**src/hw/rtl/mlod_pkg.sv**
```systemverilog
// Shared types, constants and functions for the multilevel ordered dither.
// No dependencies; imported by every module of the block.
package mlod_pkg;

    localparam int COMP_BITS  = 8;
    localparam int LEVEL_BITS = 9;
    localparam int IDX_BITS   = 2;
    localparam int QUO_BITS   = 8;
    localparam int CH_DEPTH   = 7 + QUO_BITS;
    localparam int PIPE_DEPTH = 1 + CH_DEPTH;
    localparam int COORD_BITS_DEF = 12;

    localparam logic [IDX_BITS-1:0] REG_LEVELS_RED   = 2'd0;
    localparam logic [IDX_BITS-1:0] REG_LEVELS_GREEN = 2'd1;
    localparam logic [IDX_BITS-1:0] REG_LEVELS_BLUE  = 2'd2;

    typedef enum logic [2:0] {SZ_2, SZ_3, SZ_4, SZ_6, SZ_8, SZ_12, SZ_16} size_t;

    typedef struct packed {
        logic [1:0] rx3;
        logic [1:0] ry3;
        logic [3:0] xlo;
        logic [3:0] ylo;
    } coord_t;

    localparam logic [1:0] BASE2 [2][2] = '{'{2'd0, 2'd2}, '{2'd3, 2'd1}};
    localparam logic [3:0] BASE3 [3][3] = '{'{4'd6, 4'd8, 4'd4},
                                            '{4'd1, 4'd0, 4'd3},
                                            '{4'd5, 4'd2, 4'd7}};

    function automatic int size_of(size_t sel);
        int n;
        case (sel)
            SZ_2:    n = 2;
            SZ_3:    n = 3;
            SZ_4:    n = 4;
            SZ_6:    n = 6;
            SZ_8:    n = 8;
            SZ_12:   n = 12;
            default: n = 16;
        endcase
        return n;
    endfunction

    function automatic logic [7:0] thr_fn(size_t sel, logic [3:0] i, logic [3:0] j);
        int n;
        int h;
        int ii;
        int jj;
        int val;
        int sh;
        n   = size_of(sel);
        ii  = int'(i);
        jj  = int'(j);
        val = 0;
        sh  = 0;
        for (int k = 0; k < 3; k++)
        begin
            if (n > 3)
            begin
                h   = n >> 1;
                val = val + (int'(BASE2[ii >= h][jj >= h]) << sh);
                sh  = sh + 2;
                ii  = (ii >= h) ? ii - h : ii;
                jj  = (jj >= h) ? jj - h : jj;
                n   = h;
            end
        end
        if (n == 3)
            val = val + (int'(BASE3[ii[1:0]][jj[1:0]]) << sh);
        else
            val = val + (int'(BASE2[ii[0]][jj[0]]) << sh);
        return val[7:0];
    endfunction

    // residue mod 12 from residues mod 3 and mod 4
    function automatic logic [3:0] crt12(logic [1:0] r3, logic [1:0] r4);
        logic [3:0] res;
        res = '0;
        for (int t = 0; t < 12; t++)
        begin
            if ((t % 3) == int'(r3) && (t % 4) == int'(r4))
                res = 4'(t);
        end
        return res;
    endfunction

endpackage

```
**src/hw/rtl/mlod_div_stage.sv**
```systemverilog
// One restoring-division step: one quotient bit per register stage.
// Depends on mlod_pkg.
module mlod_div_stage #(
    parameter int BIT = 0
) (
    input  logic        clk,
    input  logic        en,
    input  logic [8:0]  divisor,
    input  logic [16:0] rem_in,
    input  logic [mlod_pkg::QUO_BITS-1:0] quo_in,
    output logic [16:0] rem_out,
    output logic [mlod_pkg::QUO_BITS-1:0] quo_out
);
    import mlod_pkg::*;

    logic [16:0] dsh;
    logic [16:0] rem_reg, rem_next;
    logic [QUO_BITS-1:0] quo_reg, quo_next;

    always_comb
    begin
        dsh      = 17'(divisor) << BIT;
        rem_next = rem_in;
        quo_next = quo_in;
        if (rem_in >= dsh)
        begin
            rem_next      = rem_in - dsh;
            quo_next[BIT] = 1'b1;
        end
    end

    always_ff @(posedge clk)
    begin
        if (en)
        begin
            rem_reg <= rem_next;
            quo_reg <= quo_next;
        end
    end

    assign rem_out = rem_reg;
    assign quo_out = quo_reg;
endmodule

```
**src/hw/rtl/mlod_channel.sv**
```systemverilog
// Dither pipeline for one colour channel: scale, level split, threshold, rescale.
// Depends on mlod_pkg and mlod_div_stage.
module mlod_channel (
    input  logic                  clk,
    input  logic                  en,
    input  logic [mlod_pkg::LEVEL_BITS-1:0] kreg,
    input  logic [mlod_pkg::COMP_BITS-1:0]  comp_in,
    input  mlod_pkg::coord_t      coord,
    output logic [mlod_pkg::COMP_BITS-1:0]  comp_out
);
    import mlod_pkg::*;

    // the user must keep the level count static while items are in flight; the block does not enforce it
    logic [7:0]  km1;
    size_t       sel;
    logic [11:0] p_wide;
    logic [9:0]  p;
    logic [3:0]  s;
    logic        is3;
    logic [9:0]  vmask;

    always_comb
    begin
        if (kreg < 9'd2)
            km1 = 8'd1;
        else if (kreg > 9'd256)
            km1 = 8'd255;
        else
            km1 = 8'(kreg - 9'd1);

        if (km1 >= 8'd64)      sel = SZ_2;
        else if (km1 >= 8'd29) sel = SZ_3;
        else if (km1 >= 8'd16) sel = SZ_4;
        else if (km1 >= 8'd8)  sel = SZ_6;
        else if (km1 >= 8'd4)  sel = SZ_8;
        else if (km1 >= 8'd2)  sel = SZ_12;
        else                   sel = SZ_16;

        case (sel)
            SZ_2:    begin p_wide = 12'(km1) << 2; s = 4'd2; is3 = 1'b0; end
            SZ_3:    begin p_wide = (12'(km1) << 3) + 12'(km1); s = 4'd0; is3 = 1'b1; end
            SZ_4:    begin p_wide = 12'(km1) << 4; s = 4'd4; is3 = 1'b0; end
            SZ_6:    begin p_wide = ((12'(km1) << 3) + 12'(km1)) << 2; s = 4'd2; is3 = 1'b1; end
            SZ_8:    begin p_wide = 12'(km1) << 6; s = 4'd6; is3 = 1'b0; end
            SZ_12:   begin p_wide = ((12'(km1) << 3) + 12'(km1)) << 4; s = 4'd4; is3 = 1'b1; end
            default: begin p_wide = 12'(km1) << 8; s = 4'd8; is3 = 1'b0; end
        endcase
        p     = p_wide[9:0];
        vmask = (10'd1 << s) - 10'd1;
    end

    // stage 1: residues
    logic [3:0] t12x, t12y, ix, iy;
    logic [3:0] ix_reg, iy_reg;
    logic [7:0] c1_reg;

    always_comb
    begin
        t12x = crt12(coord.rx3, coord.xlo[1:0]);
        t12y = crt12(coord.ry3, coord.ylo[1:0]);
        case (sel)
            SZ_2:    begin ix = {3'd0, coord.xlo[0]}; iy = {3'd0, coord.ylo[0]}; end
            SZ_3:    begin ix = {2'd0, coord.rx3}; iy = {2'd0, coord.ry3}; end
            SZ_4:    begin ix = {2'd0, coord.xlo[1:0]}; iy = {2'd0, coord.ylo[1:0]}; end
            SZ_6:
            begin
                ix = (t12x >= 4'd6) ? t12x - 4'd6 : t12x;
                iy = (t12y >= 4'd6) ? t12y - 4'd6 : t12y;
            end
            SZ_8:    begin ix = {1'b0, coord.xlo[2:0]}; iy = {1'b0, coord.ylo[2:0]}; end
            SZ_12:   begin ix = t12x; iy = t12y; end
            default: begin ix = coord.xlo; iy = coord.ylo; end
        endcase
    end

    // stage 2: threshold and scaled product
    logic [17:0] b2_reg;
    logic [7:0]  thr2_reg;

    // stage 3..7
    logic [17:0] b3_reg;
    logic [9:0]  q3_reg;
    logic [7:0]  thr3_reg, thr4_reg, thr5_reg;
    logic [26:0] prod3;
    logic [17:0] r4;
    logic [9:0]  v4_reg;
    logic [18:0] prod5;
    logic [9:0]  w5_reg;
    logic [6:0]  q5_reg;
    logic [7:0]  vlo5_reg;
    logic [9:0]  w5;
    logic [9:0]  r6;
    logic [7:0]  lev6, rem6;
    logic [7:0]  lvl6_reg;
    logic [16:0] dvd7_reg;

    assign prod3 = 27'(b2_reg) * 27'd257;
    assign r4    = b3_reg - ((18'(q3_reg) << 8) - 18'(q3_reg));
    assign w5    = v4_reg >> s;
    assign prod5 = 19'(w5) * 19'd455;

    always_comb
    begin
        r6   = w5_reg - ((10'(q5_reg) << 3) + 10'(q5_reg));
        lev6 = 8'(q5_reg);
        if (r6 >= 10'd9)
        begin
            r6   = r6 - 10'd9;
            lev6 = lev6 + 8'd1;
        end
        if (is3)
            rem6 = 8'(r6 << s) | vlo5_reg;
        else
        begin
            lev6 = w5_reg[7:0];
            rem6 = vlo5_reg;
        end
    end

    always_ff @(posedge clk)
    begin
        if (en)
        begin
            ix_reg   <= ix;
            iy_reg   <= iy;
            c1_reg   <= comp_in;
            thr2_reg <= thr_fn(sel, ix_reg, iy_reg);
            b2_reg   <= (18'(c1_reg) * 18'(p)) + 18'd127;
            b3_reg   <= b2_reg;
            q3_reg   <= prod3[25:16];
            thr3_reg <= thr2_reg;
            v4_reg   <= (r4 >= 18'd255) ? q3_reg + 10'd1 : q3_reg;
            thr4_reg <= thr3_reg;
            w5_reg   <= w5;
            q5_reg   <= prod5[18:12];
            vlo5_reg <= 8'(v4_reg & vmask);
            thr5_reg <= thr4_reg;
            lvl6_reg <= (rem6 > thr5_reg) ? lev6 + 8'd1 : lev6;
            dvd7_reg <= (17'(lvl6_reg) << 9) - (17'(lvl6_reg) << 1) + 17'(km1);
        end
    end

    // stages 8 onward: quotient bits, most significant first
    logic [16:0]         rem_c [QUO_BITS+1];
    logic [QUO_BITS-1:0] quo_c [QUO_BITS+1];

    assign rem_c[0] = dvd7_reg;
    assign quo_c[0] = '0;

    for (genvar g = 0; g < QUO_BITS; g++)
    begin : g_div
        mlod_div_stage #(.BIT(QUO_BITS - 1 - g)) u_stage (
            .clk     (clk),
            .en      (en),
            .divisor ({km1, 1'b0}),
            .rem_in  (rem_c[g]),
            .quo_in  (quo_c[g]),
            .rem_out (rem_c[g+1]),
            .quo_out (quo_c[g+1])
        );
    end

    assign comp_out = quo_c[QUO_BITS];
endmodule

```
**src/hw/rtl/multilevel_ordered_dither_top.sv**
```systemverilog
// Top level of the multilevel ordered dither: config registers, input stage, valid chain.
// Depends on mlod_pkg and mlod_channel.
//
//  channel | handshake            | payload
//  --------+----------------------+------------------------------------------
//  in      | in_valid / in_stall  | red_in, green_in, blue_in, column, line
//  out     | out_valid / out_stall| red_out, green_out, blue_out
//  cfg     | cfg_valid / cfg_ready| cfg_index, cfg_data (always ready)
//
// One pixel per clock while out_stall does not freeze the pipeline; its PIPE_DEPTH stages are the input stage,
// the scale multipliers and the eight-step rescale divider, one quotient bit per stage.
// Reset clears the valid chain and sets every level count to 2.
// out_stall with a result waiting freezes the whole pipeline; in_stall follows it.
module multilevel_ordered_dither_top #(
    parameter int COORD_BITS = mlod_pkg::COORD_BITS_DEF
) (
    input  logic                    clk,
    input  logic                    rst_n,
    input  logic                    in_valid,
    output logic                    in_stall,
    input  logic [7:0]              red_in,
    input  logic [7:0]              green_in,
    input  logic [7:0]              blue_in,
    input  logic [COORD_BITS-1:0]   column,
    input  logic [COORD_BITS-1:0]   line,
    output logic                    out_valid,
    input  logic                    out_stall,
    output logic [7:0]              red_out,
    output logic [7:0]              green_out,
    output logic [7:0]              blue_out,
    input  logic                    cfg_valid,
    output logic                    cfg_ready,
    input  logic [mlod_pkg::IDX_BITS-1:0]   cfg_index,
    input  logic [mlod_pkg::LEVEL_BITS-1:0] cfg_data
);
    import mlod_pkg::*;

    function automatic logic [1:0] mod3(logic [COORD_BITS-1:0] x);
        logic [1:0] acc;
        logic [2:0] sum;
        acc = 2'd0;
        for (int k = 0; k < COORD_BITS; k++)
        begin
            if (x[k])
            begin
                sum = {1'b0, acc} + ((k % 2 == 1) ? 3'd2 : 3'd1);
                acc = (sum >= 3'd3) ? 2'(sum - 3'd3) : sum[1:0];
            end
        end
        return acc;
    endfunction

    logic [LEVEL_BITS-1:0] lvl_red_reg, lvl_green_reg, lvl_blue_reg;
    logic [PIPE_DEPTH-1:0] vld_reg, vld_next;
    logic                  en;
    logic [7:0]            r0_reg, g0_reg, b0_reg;
    coord_t                crd_reg;

    assign cfg_ready = 1'b1;
    assign en        = !(vld_reg[PIPE_DEPTH-1] && out_stall);
    assign in_stall  = !en;
    assign out_valid = vld_reg[PIPE_DEPTH-1];
    assign vld_next  = {vld_reg[PIPE_DEPTH-2:0], in_valid};

    always_ff @(posedge clk or negedge rst_n)
    begin
        if (!rst_n)
        begin
            lvl_red_reg   <= 9'd2;
            lvl_green_reg <= 9'd2;
            lvl_blue_reg  <= 9'd2;
        end
        else if (cfg_valid)
        begin
            unique case (cfg_index)
                REG_LEVELS_RED:   lvl_red_reg   <= cfg_data;
                REG_LEVELS_GREEN: lvl_green_reg <= cfg_data;
                REG_LEVELS_BLUE:  lvl_blue_reg  <= cfg_data;
                default:          ;
            endcase
        end
    end

    always_ff @(posedge clk or negedge rst_n)
    begin
        if (!rst_n)
            vld_reg <= '0;
        else if (en)
            vld_reg <= vld_next;
    end

    always_ff @(posedge clk)
    begin
        if (en)
        begin
            r0_reg      <= red_in;
            g0_reg      <= green_in;
            b0_reg      <= blue_in;
            crd_reg.rx3 <= mod3(column);
            crd_reg.ry3 <= mod3(line);
            crd_reg.xlo <= column[3:0];
            crd_reg.ylo <= line[3:0];
        end
    end

    mlod_channel u_red (
        .clk      (clk),
        .en       (en),
        .kreg     (lvl_red_reg),
        .comp_in  (r0_reg),
        .coord    (crd_reg),
        .comp_out (red_out)
    );

    mlod_channel u_green (
        .clk      (clk),
        .en       (en),
        .kreg     (lvl_green_reg),
        .comp_in  (g0_reg),
        .coord    (crd_reg),
        .comp_out (green_out)
    );

    mlod_channel u_blue (
        .clk      (clk),
        .en       (en),
        .kreg     (lvl_blue_reg),
        .comp_in  (b0_reg),
        .coord    (crd_reg),
        .comp_out (blue_out)
    );
endmodule

```
**config.mk**
```make
export PLATFORM = sky130hd
export DESIGN_NAME = multilevel_ordered_dither_top
export DESIGN_NICKNAME = d
export VERILOG_FILES = /design/src/hw/rtl/mlod_pkg.sv /design/src/hw/rtl/mlod_div_stage.sv /design/src/hw/rtl/mlod_channel.sv /design/src/hw/rtl/multilevel_ordered_dither_top.sv
export SDC_FILE = /design/constraint.sdc
export NUM_CORES = 2
export LEC_CHECK = 0
export ABC_AREA = 1
export CAP_MARGIN = 20
export CELL_PAD_IN_SITES_DETAIL_PLACEMENT = 1
export CELL_PAD_IN_SITES_GLOBAL_PLACEMENT = 2
export CORE_ASPECT_RATIO = 0.9
export CORE_MARGIN = 10
export CORE_UTILIZATION = 43
export CTS_CLUSTER_DIAMETER = 120
export DETAILED_ROUTE_END_ITERATION = 8
export DONT_BUFFER_PORTS = 1
export PLACE_DENSITY = 0.86
export SYNTH_ARGS = -nofsm -noshare
export SYNTH_HDL_FRONTEND = slang
export SYNTH_SLANG_ARGS = --single-unit
```
**constraint.sdc**
```tcl
create_clock -name clk -period 32.2 [get_ports clk]
set_input_delay 3.22 -clock clk [delete_from_list [all_inputs] [get_ports clk]]
set_output_delay 3.22 -clock clk [all_outputs]
set_load 0.005 [all_outputs]
```
==> flow_metrics.env <==
export IMPL_numCtsBuffers=116
export IMPL_final_cell_mix="inv_1, nand2_1, edfxtp_1"
export IMPL_placed_area_sq_um=78040
export IMPL_synth_async_sr_flop_share_pct=4.274
export IMPL_cts_max_level=3
export IMPL_synth_edf_count=963
export IMPL_final_common_cell="inv_1"
export IMPL_ys_warn_count=0
export IMPL_gp_congestion=0.8470
export IMPL_worstHoldStart="u_red.g_div[1].u_stage.quo_out[6]$_SDFFCE_PN1N_"
export IMPL_drv_slew=0
export IMPL_start_util_pct=43.28
export IMPL_synth_flop_cell="edfxtp_1"
export IMPL_synthDistinctLibCells=83
export IMPL_criticalPathCategory="flop to flop"
export IMPL_cp_end_kind="flop"
export IMPL_die_h_um=416.6
export IMPL_die_area_sq_um=191900
export IMPL_numPortBuffers=0
export IMPL_clockBufferDepth=3
export IMPL_cts_root_buf="clkbuf_16"
export IMPL_post_cts_buffers=0
export IMPL_cts_sinks=1006
export IMPL_critPathLaunch="lvl_red_reg[2]$_DFFE_PN0P_"
export IMPL_post_route_drc_count=0
export IMPL_n_fill_cell=19670
export IMPL_grt_overflow_total=0
export IMPL_io_pins=91
export IMPL_grt_antenna_before_repair=5
export IMPL_grt_pass1_vias=58400
export IMPL_maxSlewHeadroom_pct=30.71
export IMPL_design_area_sq_um=82010
export IMPL_setup_violations=0
export IMPL_tns_ns=0
export IMPL_cts_resized=0
export IMPL_core_rowCount=145
export IMPL_avgSynthCellArea_sq_um=9.452
export IMPL_slowest_stage="a221oi_1"
export IMPL_clk_latency_ns=0.78
export IMPL_ys_seq_area_share_pct=39.92
export IMPL_crit_top_cell="nand2_1"
export IMPL_synthToLayoutAreaGrowth_pct=9.133
export IMPL_first_pass_iters=5
export IMPL_final_hold_viol_count=0
export IMPL_crit_path_start_kind="flop"
export IMPL_arrival_ns=11.66
export IMPL_die_width_um=460.7
export IMPL_worst_slew_pin_slew_ns=1.035
export IMPL_rsz0062_at_grt="false"
export IMPL_drive_above_1_share_pct=5.119
export IMPL_fin_nets=9272
export IMPL_wl_per_cell_um=18.46
export IMPL_hold_path_class="flop to flop"
export IMPL_whs_ns=0.4063
export IMPL_core_area_sq_um=173600
export IMPL_crit_required_ns=32.74
export IMPL_maxCapViolCount=0
export IMPL_diodes=0
export IMPL_netlist_instances=7950
export IMPL_crit_path_max_incr_delay_ns=0.58
export IMPL_dr_first_iter_drc_count=2732
export IMPL_syn_area_sq_um=75150
export IMPL_totalWireLength_um=192400
export IMPL_cts_tree="yes"
export IMPL_final_antenna_net_count=0
export IMPL_place_hpwl_um=151700
export IMPL_r2r_start="lvl_red_reg[2]$_DFFE_PN0P_"
export IMPL_grt_max_degree=170
export IMPL_max_freq_mhz=89.93
export IMPL_status="finished, final reports clean"
export IMPL_vias=54590
export IMPL_min_period_ns=11.12
export IMPL_path_max_fanout=17
export IMPL_ctsHoldBuffers=0
export IMPL_vias_per_cell=5.237
export IMPL_grt_pass1_wl_um=312100
export IMPL_fin_skew_ns=0.07187
export IMPL_period_share_pct=34.53
export IMPL_clk_pin_slew_ns=0.06
export IMPL_synth_seq_cells=1006
export IMPL_track_usage_pct=19.87
==> per-layer routing <==
layer / global-route usage [%] / vias to the layer above / part of all wire (%)
met5: 0 / - / 0.031
met4: 4.520 / 8 / 2.3
met2: 33.70 / 616 / 47
met1: 27.03 / 26910 / 47
met3: 2.557 / 240 / 2.9
li1: - / 26810 / -
==> path summary, 6_finish.rpt <==
check,endpoint,slack (ns),depth (start not counted)
min in group asynchronous,vld_reg[15]$_DFFE_PN0N_,2.12,0
setup reg to reg,u_red.thr2_reg[7]$_DFFE_PN_,21.08,59
hold reg to reg,u_red.g_div[2].u_stage.quo_out[6]$_DFFE_PN_,0.41,0
max in group asynchronous,lvl_green_reg[1]$_DFFE_PN1P_,29.85,0
hold / removal,u_red.g_div[2].u_stage.quo_out[6]$_DFFE_PN_,0.41,0
setup / recovery,u_red.thr2_reg[7]$_DFFE_PN_,21.08,59
==> cells in the mapped netlist (34+ instances only) <==
library cell / n / area [sq um]
dfrtp_1: 40 / 1001
o21bai_1: 55 / 412.9
xnor2_1: 154 / 1349
ha_1: 869 / 10870
fa_1: 291 / 5826
inv_1: 1335 / 5011
o21ai_1: 39 / 195.2
inv_2: 47 / 176.4
a21o_1: 35 / 262.8
o21ai_0: 425 / 2127
nor4_1: 51 / 319.1
edfxtp_1: 963 / 28920
nor2_1: 617 / 2316
nand2_1: 1276 / 4790
nand3_1: 249 / 1246
nand4_1: 70 / 437.9
nor3_1: 96 / 480.5
o211ai_1: 34 / 255.2
clkbuf_1: 47 / 176.4
a21oi_1: 460 / 2302
xor2_1: 359 / 3144
==> stage by stage <==
stage                     utilization [%]  setup WS [ns]  std cells
after CTS                           47.18          21.10      10420
after global routing                47.23          19.99      10420
final                               47.23          21.08      10420
after floorplan                         -         0.7998       7970
after global placement              44.94          21.41      10200
after detailed placement            44.95          21.13      10200
==> layout make-up <==
type	instances	area [sq um]	area share (%)
sequential	1006	30000	36.58
timing repair buffer	44	406.6	0.4958
tap	2278	2850	3.475
inverter	1389	5219	6.364
multi-input combinational	5491	39660	48.36
clock buffer	144	3029	3.694
clock inverter	72	850.8	1.037
==> kinds of logic (layout without fill, tap and decap cells) <==
family,after synthesis,in the layout,synth area share (%)
AOI/OAI and AO/OA,1234,1234,9.382
xor gates and xnor gates,514,514,6.001
adders and majority gates,1160,1160,22.22
buffers and inverters,1473,1649,7.439
DFF,1006,1006,39.92
muxes,34,34,0.4695
other,2,22,0.009994
and+or+nand+nor,2527,2527,14.56
==> critical path: cells and delay by family, from the launching register on <==
kind / cells / cell delay [ns]
DFF: 1 / 0.43
AOI/OAI and AO/OA: 13 / 2.35
xor gates and xnor gates: 1 / 0.39
and+or+nand+nor: 28 / 3.86
adders and majority gates: 7 / 2.45
buffers and inverters: 10 / 1.39
Power is left out: the tool's default activity adds up to more than one toggle a clock period on the data nets, which glitch-free logic cannot reach.
